$ cat src/rtl/rhc_pkg.sv
`timescale 1ns / 1ps
package rhc_pkg;

    localparam int CordicSteps = 16;
    localparam int DivSteps    = 8;
    localparam int NumStages   = CordicSteps + 1;
    localparam int XyW         = 25;
    localparam int AngW        = 18;
    localparam int RemW        = 18;
    localparam int SumW        = 10;

    localparam logic signed [AngW-1:0] HalfTurn = AngW'(32768);
    localparam logic signed [13:0]     Sqrt3Q12 = 14'sd7094;
    localparam logic [9:0]             RecipThird = 10'd683;

    typedef struct packed {
        logic                   valid;
        logic signed [XyW-1:0]  x;
        logic signed [XyW-1:0]  y;
        logic signed [AngW-1:0] ang;
        logic [RemW-1:0]        rem;
        logic [7:0]             quo;
        logic [SumW-1:0]        sum;
        logic                   gray;
        logic                   g_eq_b;
        logic                   r_gt_g;
        logic                   g_gt_b;
    } t_stage;

    typedef struct packed {
        logic       valid;
        logic [7:0] hue;
        logic [7:0] saturation;
        logic [7:0] intensity;
    } t_result;

    // atan(2^-i) in 1/65536 turn units
    function automatic logic [13:0] atan_turns(input int idx);
        logic [13:0] v;
        unique case (idx)
            0:  v = 14'd8192;
            1:  v = 14'd4836;
            2:  v = 14'd2555;
            3:  v = 14'd1297;
            4:  v = 14'd651;
            5:  v = 14'd326;
            6:  v = 14'd163;
            7:  v = 14'd81;
            8:  v = 14'd41;
            9:  v = 14'd20;
            10: v = 14'd10;
            11: v = 14'd5;
            12: v = 14'd3;
            13: v = 14'd1;
            14: v = 14'd1;
            default: v = 14'd0;
        endcase
        return v;
    endfunction

    // one cordic rotation plus, in the early stages, one quotient bit
    function automatic t_stage stage_step(input t_stage s, input int idx);
        t_stage                 o;
        logic signed [AngW-1:0] da;
        logic signed [RemW:0]   trial;
        logic [RemW-1:0]        dvs;
        o  = s;
        da = AngW'(signed'({1'b0, atan_turns(idx)}));
        if (s.y > 0) begin
            o.x   = s.x + (s.y >>> idx);
            o.y   = s.y - (s.x >>> idx);
            o.ang = s.ang + da;
        end else begin
            o.x   = s.x - (s.y >>> idx);
            o.y   = s.y + (s.x >>> idx);
            o.ang = s.ang - da;
        end
        if (idx < DivSteps) begin
            dvs   = RemW'(s.sum) << (DivSteps - 1 - idx);
            trial = signed'({1'b0, s.rem}) - signed'({1'b0, dvs});
            if (trial >= 0) begin
                o.rem = trial[RemW-1:0];
                o.quo[DivSteps - 1 - idx] = 1'b1;
            end else begin
                o.quo[DivSteps - 1 - idx] = 1'b0;
            end
        end
        return o;
    endfunction

endpackage

$ cat src/rtl/rhc_if.sv
`timescale 1ns / 1ps
interface rhc_rgb_if;
    logic       valid;
    logic       ready;
    logic [7:0] red;
    logic [7:0] green;
    logic [7:0] blue;
    modport source (output valid, red, green, blue, input ready);
    modport sink   (input valid, red, green, blue, output ready);
endinterface

interface rhc_hsi_if;
    logic       valid;
    logic       ready;
    logic [7:0] hue;
    logic [7:0] saturation;
    logic [7:0] intensity;
    modport source (output valid, hue, saturation, intensity, input ready);
    modport sink   (input valid, hue, saturation, intensity, output ready);
endinterface

$ cat src/rtl/rgb_to_hsi_pixel_converter_unit.sv
`timescale 1ns / 1ps
// channel   dir  word
// i_pix     in   red, green, blue (8 bit each)
// o_pix     out  hue, saturation, intensity (8 bit each)
//
// one word per clock while o_pix does not stall, registered through every stage up to o_pix.valid
// depth is set by the sixteen cordic rotation stages plus entry and output
// i_rst_n synchronous, clears the valid bits only
// a stall at o_pix freezes the whole pipeline; i_pix.ready drops with it
module rgb_to_hsi_pixel_converter_unit
    import rhc_pkg::*;
(
    input  logic       i_clk,
    input  logic       i_rst_n,
    rhc_rgb_if.sink    i_pix,
    rhc_hsi_if.source  o_pix
);

    t_stage  r_stg [0:NumStages-1];
    t_stage  n_stg [0:NumStages-1];
    t_result r_out;
    t_result n_out;
    logic    w_en;

    // global advance: move when the output slot is free or being taken
    assign w_en        = !r_out.valid || o_pix.ready;
    assign i_pix.ready = w_en;

    // entry stage: chroma vector, half-turn pre-rotation, divider setup
    logic [7:0]             w_mn;
    logic signed [10:0]     w_d1;
    logic signed [8:0]      w_d2;
    logic signed [XyW-1:0]  w_x;
    logic signed [XyW-1:0]  w_y;
    logic [SumW-1:0]        w_diff;

    always_comb begin
        w_mn = i_pix.red;
        if (i_pix.green < w_mn) w_mn = i_pix.green;
        if (i_pix.blue  < w_mn) w_mn = i_pix.blue;
        w_d1 = 11'(signed'({3'b0, i_pix.red}) * 2)
             - signed'({3'b0, i_pix.green}) - signed'({3'b0, i_pix.blue});
        w_d2 = signed'({1'b0, i_pix.green}) - signed'({1'b0, i_pix.blue});
        w_x  = XyW'(w_d1) <<< 12;
        w_y  = XyW'(w_d2) * XyW'(Sqrt3Q12);
        n_stg[0].valid  = i_pix.valid;
        n_stg[0].sum    = SumW'(i_pix.red) + SumW'(i_pix.green) + SumW'(i_pix.blue);
        w_diff          = SumW'(n_stg[0].sum - 3 * SumW'(w_mn));
        // 255 * diff as a shift and subtract
        n_stg[0].rem    = (RemW'(w_diff) << 8) - RemW'(w_diff);
        n_stg[0].quo    = '0;
        n_stg[0].gray   = (i_pix.red == i_pix.green) && (i_pix.green == i_pix.blue);
        n_stg[0].g_eq_b = (i_pix.green == i_pix.blue);
        n_stg[0].r_gt_g = (i_pix.red > i_pix.green);
        n_stg[0].g_gt_b = (i_pix.green > i_pix.blue);
        if (w_x < 0) begin
            // turn by half a circle into the right half plane
            n_stg[0].x   = -w_x;
            n_stg[0].y   = -w_y;
            n_stg[0].ang = (w_y >= 0) ? HalfTurn : -HalfTurn;
        end else begin
            n_stg[0].x   = w_x;
            n_stg[0].y   = w_y;
            n_stg[0].ang = '0;
        end
    end

    // rotation stages, the first eight also retire one quotient bit
    for (genvar s = 1; s < NumStages; s++) begin : g_stage
        assign n_stg[s] = stage_step(r_stg[s-1], s - 1);
    end

    for (genvar s = 0; s < NumStages; s++) begin : g_reg
        always_ff @(posedge i_clk) begin
            if (!i_rst_n) begin
                r_stg[s].valid <= 1'b0;
            end else if (w_en) begin
                r_stg[s] <= n_stg[s];
            end
        end
    end

    // output stage: angle clamp per half circle, special cases, sum / 3
    t_stage                 w_last;
    logic signed [AngW-1:0] w_ang;
    logic [19:0]            w_third;

    always_comb begin
        w_last = r_stg[NumStages-1];
        w_ang  = w_last.ang;
        if (w_last.g_gt_b) begin
            if (w_ang < 0)        w_ang = '0;
            if (w_ang > HalfTurn) w_ang = HalfTurn;
        end else begin
            if (w_ang < -HalfTurn) w_ang = -HalfTurn;
            if (w_ang > -1)        w_ang = '1;
        end
        n_out.valid = w_last.valid;
        if (w_last.gray) begin
            n_out.hue = 8'd0;
        end else if (w_last.g_eq_b) begin
            n_out.hue = w_last.r_gt_g ? 8'd0 : 8'd128;
        end else begin
            // low sixteen bits wrap the lower half circle up by a full turn
            n_out.hue = w_ang[15:8];
        end
        n_out.saturation = (w_last.sum == '0) ? 8'd0 : w_last.quo;
        w_third          = 20'(w_last.sum) * 20'(RecipThird);
        n_out.intensity  = w_third[18:11];
    end

    always_ff @(posedge i_clk) begin
        if (!i_rst_n) begin
            r_out.valid <= 1'b0;
        end else if (w_en) begin
            r_out <= n_out;
        end
    end

    assign o_pix.valid      = r_out.valid;
    assign o_pix.hue        = r_out.hue;
    assign o_pix.saturation = r_out.saturation;
    assign o_pix.intensity  = r_out.intensity;

    // a finished word is never dropped while waiting
    a_hold: assert property (@(posedge i_clk) disable iff (!i_rst_n)
        (r_out.valid && !o_pix.ready) |=> r_out.valid)
        else $error("output word lost under stall");

    // a word leaving the last stage lands in the output register
    a_land: assert property (@(posedge i_clk) disable iff (!i_rst_n)
        (w_en && r_stg[NumStages-1].valid) |=> r_out.valid)
        else $error("pipeline word not delivered");

    // a black pixel reports zero saturation
    a_black: assert property (@(posedge i_clk) disable iff (!i_rst_n)
        (w_en && r_stg[NumStages-1].valid && r_stg[NumStages-1].sum == '0)
        |=> (r_out.saturation == 8'd0))
        else $error("black pixel with saturation");

endmodule
$ cat src/flat_wrapper.sv
// flat-port wrapper written by rule: the top's interface ports become plain ports
module rgb_to_hsi_pixel_converter_unit_flat import rhc_pkg::*;
  (i_clk, i_rst_n, i_pix_valid, i_pix_red, i_pix_green, i_pix_blue, i_pix_ready, o_pix_valid, o_pix_hue, o_pix_saturation, o_pix_intensity, o_pix_ready);
  rhc_rgb_if i_pix_i ();
  rhc_hsi_if o_pix_i ();
  input  logic i_clk;
  input  logic i_rst_n;
  input wire logic [$bits(i_pix_i.valid)-1:0] i_pix_valid;
  input wire logic [$bits(i_pix_i.red)-1:0] i_pix_red;
  input wire logic [$bits(i_pix_i.green)-1:0] i_pix_green;
  input wire logic [$bits(i_pix_i.blue)-1:0] i_pix_blue;
  output wire logic [$bits(i_pix_i.ready)-1:0] i_pix_ready;
  output wire logic [$bits(o_pix_i.valid)-1:0] o_pix_valid;
  output wire logic [$bits(o_pix_i.hue)-1:0] o_pix_hue;
  output wire logic [$bits(o_pix_i.saturation)-1:0] o_pix_saturation;
  output wire logic [$bits(o_pix_i.intensity)-1:0] o_pix_intensity;
  input wire logic [$bits(o_pix_i.ready)-1:0] o_pix_ready;
  assign i_pix_i.valid = i_pix_valid;
  assign i_pix_i.red = i_pix_red;
  assign i_pix_i.green = i_pix_green;
  assign i_pix_i.blue = i_pix_blue;
  assign i_pix_ready = i_pix_i.ready;
  assign o_pix_valid = o_pix_i.valid;
  assign o_pix_hue = o_pix_i.hue;
  assign o_pix_saturation = o_pix_i.saturation;
  assign o_pix_intensity = o_pix_i.intensity;
  assign o_pix_i.ready = o_pix_ready;
  rgb_to_hsi_pixel_converter_unit u_core (.i_clk(i_clk), .i_rst_n(i_rst_n), .i_pix(i_pix_i), .o_pix(o_pix_i));
endmodule
$ cat config.mk
export PLATFORM = sky130hd
export DESIGN_NAME = rgb_to_hsi_pixel_converter_unit_flat
export DESIGN_NICKNAME = d
export VERILOG_FILES = /design/src/rtl/rhc_pkg.sv /design/src/rtl/rhc_if.sv /design/src/rtl/rgb_to_hsi_pixel_converter_unit.sv /design/src/flat_wrapper.sv
export SDC_FILE = /design/constraint.sdc
export NUM_CORES = 2
export LEC_CHECK = 0
export BUFFER_PORTS_ARGS = -buffer_cell sky130_fd_sc_hd__buf_4
export CORE_MARGIN = 10
export CORE_UTILIZATION = 50
export DETAILED_ROUTE_END_ITERATION = 8
export HOLD_SLACK_MARGIN = 0.03
export PLACE_DENSITY = 0.65
export REMOVE_ABC_BUFFERS = 1
export SLEW_MARGIN = 10
export SYNTH_ARGS = -nofsm -noshare
export SYNTH_HDL_FRONTEND = slang
export SYNTH_SLANG_ARGS = --single-unit
export TNS_END_PERCENT = 10
$ cat constraint.sdc
create_clock -name i_clk -period 117.7 [get_ports i_clk]
set_input_delay 17.655 -clock i_clk [delete_from_list [all_inputs] [get_ports i_clk]]
set_output_delay 17.655 -clock i_clk [all_outputs]
set_load 0.01 [all_outputs]
==> Flow_metrics.wiki <==
{| class="wikitable"
! Metric !! Value
|-
| Run status || completed
|-
| Proportion of synthesized chip area in sequential cells || between 40% and 50%
|-
| Number of synthesized register bits || 1467
|-
| DR pass1 iterations || 6
|-
| Vias per std cell || about 5.7
|-
| R2R cell count || 20
|-
| Slew Viols, Final || 0
|-
| Clk sinks || 1467
|-
| GRT Resource Usage Total || about 20%
|-
| Clock root cell || sky130_fd_sc_hd__clkbuf_16
|-
| Achievable frequency || around 28 MHz
|-
| CTS hold repair buffers || 0
|-
| Area fraction of the dominant cell type after synthesis || about 43%
|-
| Average size of a mapped cell || 10.6 sq um
|-
| Register clock-pin slew on the reported worst setup and hold paths || approximately 0.060 ns
|-
| Actual transition at the worst max-transition pin || about 1.2 ns
|-
| Element type at the critical path end || primary output
|-
| Wire length of the first global-routing pass || 374000 um
|-
| Post-detailed-placement cell area || 107000 sq um
|-
| Number of enable-type register cells in the synthesized netlist || approximately 1500
|-
| Standard cell with the maximum stage delay on the critical path || sky130_fd_sc_hd__inv_1
|-
| Min-Delay Path Depth || 0
|-
| Worst-skew pair later-pin latency || 0.82 ns
|-
| Layout Area Growth over Synthesis || 9.06%
|-
| Startpoint class of the critical path || input pin
|-
| Initial antenna violation count || 4
|-
| Total number of yosys warnings || 0
|-
| Count of boundary I/O pins || between 50 and 60
|-
| Final count of negative-setup-slack endpoints || 0
|-
| Critical path data required time || ~100 ns
|-
| Setup TNS Final || 0 ns
|-
| Arrival time reported for the critical path endpoint || 18.49 ns
|-
| Share of async-settable or async-resettable flops after synthesis || 0%
|-
| Post-detail-place hpwl || about 180000 um
|-
| Crit share post-route || 30.7%
|-
| Top flip-flop cell by instance count after synthesis || sky130_fd_sc_hd__edfxtp_1
|-
| Average wire per standard cell || between 15 and 20 um
|-
| Number of post-CTS setup repair buffers || 0
|-
| Effective utilization at floorplan || 50.3%
|-
| Buffers and inverters on the worst path || 3
|-
| Count of vias placed by the detailed router || between 70000 and 80000
|-
| CTS-repair resized insts || 0
|-
| Vias in the first global route || 71000
|-
| Maximum count of clock buffers along a single path || 3
|-
| Place WS || just over 80 ns
|-
| Layout fillers || between 15000 and 20000
|-
| Std-Cell Core Area || around 200000 sq um
|-
| Synth top area cells || sky130_fd_sc_hd__edfxtp_1 (43%), sky130_fd_sc_hd__ha_1 (14%), sky130_fd_sc_hd__xnor2_1 (7.3%)
|-
| Family with the most delay on the worst path || buffers and inverters
|-
| # rows || 166
|-
| CP max stage delay || roughly 0.27 ns
|-
| Crit path cell chain || buf_4 > nor2b_1 > inv_1 > buf_4
|-
| Summed instance area of the synthesized netlist || between 100000 and 150000 sq um
|-
| Final hold violations || 0
|-
| Fin crit period || between 30 and 40 ns
|-
| NumNets Final || roughly 11000
|-
| Worst setup path class || in2out
|-
| Maximum fanout count along the critical path || 19
|-
| Die width || 474 um
|-
| Area leader, netlist || sky130_fd_sc_hd__edfxtp_1
|-
| CTS tree || done
|-
| Area of the die || roughly 220000 sq um
|-
| Final antenna-violating net count || 0
|-
| Overflow left after global routing || 0
|-
| CTS H-Tree Depth || 4
|-
| Kind of path behind the tightest hold check || reg2reg
|-
| Most frequent cell on the critical path || sky130_fd_sc_hd__buf_4
|-
| Worst hold slack || 0.402 ns
|-
| Routed wire length || between 200000 and 250000 um
|-
| R2R setup slack || 110.59 ns
|-
| Share of post-route cells with drive strength above 1 || 4.83%
|-
| IO buf count || 53
|-
| Cell count along the critical path || 4
|-
| Synth Instances || 9767
|-
| Pin count of the biggest net entering global routing || between 150 and 200
|-
| Clock tree skew after final layout || approximately 0.044 ns
|-
| Setup repair after global routing missed its margin || no
|-
| Smallest setup slack after layout || ~80 ns
|-
| Final non-filler cell area || 112000 sq um
|-
| Post-route DRC violation count || 0
|-
| Worst slew margin relative to its limit || a little over a fifth
|-
| Count of routing violations after the opening detailed-route iteration || between 4000 and 5000
|-
| TritonCTS buffer count || between 150 and 200
|-
| Routability Congestion || about 0.91
|-
| Maxcap violations || 0
|-
| Die height || 474 um
|-
| Number of distinct standard cells referenced by the synthesized netlist || 90
|}
## synth_stat cells (all sizes together) (27+ instances only)
cell and n:
nand3 170, nor4 85, a21boi 52, o31ai 136
inv 681, nand2b 140, o21bai 133, nand2 476
nor2b 134, and3 118, a31o 27, o21a 118
edfxtp 1465, xnor2 855, clkbuf 101, and2 34
mux2 31, a31oi 62, nor2 760, o21ai 554
or3 82, ha 1137, fa 116, a21o 315
a2111oi 35, a211oi 71, o211ai 30, nor3 231
a21oi 737, nand4 36, xor2 417, or4 52
mux2i 34, o41ai 40
## layer usage
layer / GRT usage, % / vias up / part of all wire (%) / wire length (um)
li1: - / 36200 / - / -
met1: 27.3 / 34700 / 46 / 107000
met2: 33.7 / 1452 / 47 / 108000
met3: 2.77 / 353 / 4.4 / 10200
met4: 5.73 / 2 / 2.7 / 6250
met5: 0 / - / 0.0056 / 13
## layout make-up
| cell class | instances | area, sq um | area share [%] |
|---|---|---|---|
| antenna | 2 | 5.00 | 0.00445 |
| tap | 2688 | 3360 | 2.99 |
| sequential | 1467 | 44000 | 39.2 |
| timing repair buffer | 95 | 738 | 0.657 |
| clock inverter | 114 | 1410 | 1.25 |
| clock buffer | 195 | 4280 | 3.81 |
| inverter | 684 | 2570 | 2.28 |
| multi-input combinational | 7496 | 56000 | 49.8 |
## sequential cells by signal, summed over array words and instances, names as in the netlist
name / flops
u_core.o_pix.saturation: 8
u_core.o_pix.intensity: 8
u_core.r_stg: 1442
u_core.o_pix.valid: 1
u_core.o_pix.hue: 8
## worst paths after layout
path	startpoint	end
worst min register to register	u_core.r_stg[8][5]$_DFFE_PP_	u_core.r_stg[9][5]$_DFFE_PP_
worst min-delay path	u_core.r_stg[8][5]$_DFFE_PP_	u_core.r_stg[9][5]$_DFFE_PP_
worst max-delay path	o_pix_ready	i_pix_ready
worst max register to register	u_core.r_stg[1][66]$_DFFE_PP_	u_core.r_stg[2][82]$_DFFE_PP_
## cell families after synthesis
logic type | share of synthesized area (%)
AO/OA/AOI/OAI | 15.4
AND/OR/NAND/NOR | 11.4
flip-flops | 42.7
XOR/XNOR | 10.8
adder cells (fa/ha/maj) | 16.1
buffers and inverters | 2.97
multiplexers | 0.669
other | 0.00364
## layout by cell type, fill, tap and decap left out, types with 315 or more instances in the layout
cell type / instances
sky130_fd_sc_hd__nand2_1: 476
sky130_fd_sc_hd__edfxtp_1: 1465
sky130_fd_sc_hd__xnor2_1: 855
sky130_fd_sc_hd__a21o_1: 315
sky130_fd_sc_hd__nor2_1: 757
sky130_fd_sc_hd__xor2_1: 417
sky130_fd_sc_hd__a21oi_1: 736
sky130_fd_sc_hd__o21ai_0: 551
sky130_fd_sc_hd__inv_1: 674
sky130_fd_sc_hd__ha_1: 1137
## stage by stage
| step | cells | utilization (%) |
|---|---|---|
| floorplan | 9647 | - |
| global placement | 12400 | 52.1 |
| detailed placement | 12400 | 52.1 |
| CTS | 12700 | 54.9 |
| global route | 12700 | 54.9 |
| finish | 12700 | 54.9 |
Power is left out: the tool's default activity adds up to more than one toggle a clock period on the data nets, which glitch-free logic cannot reach.
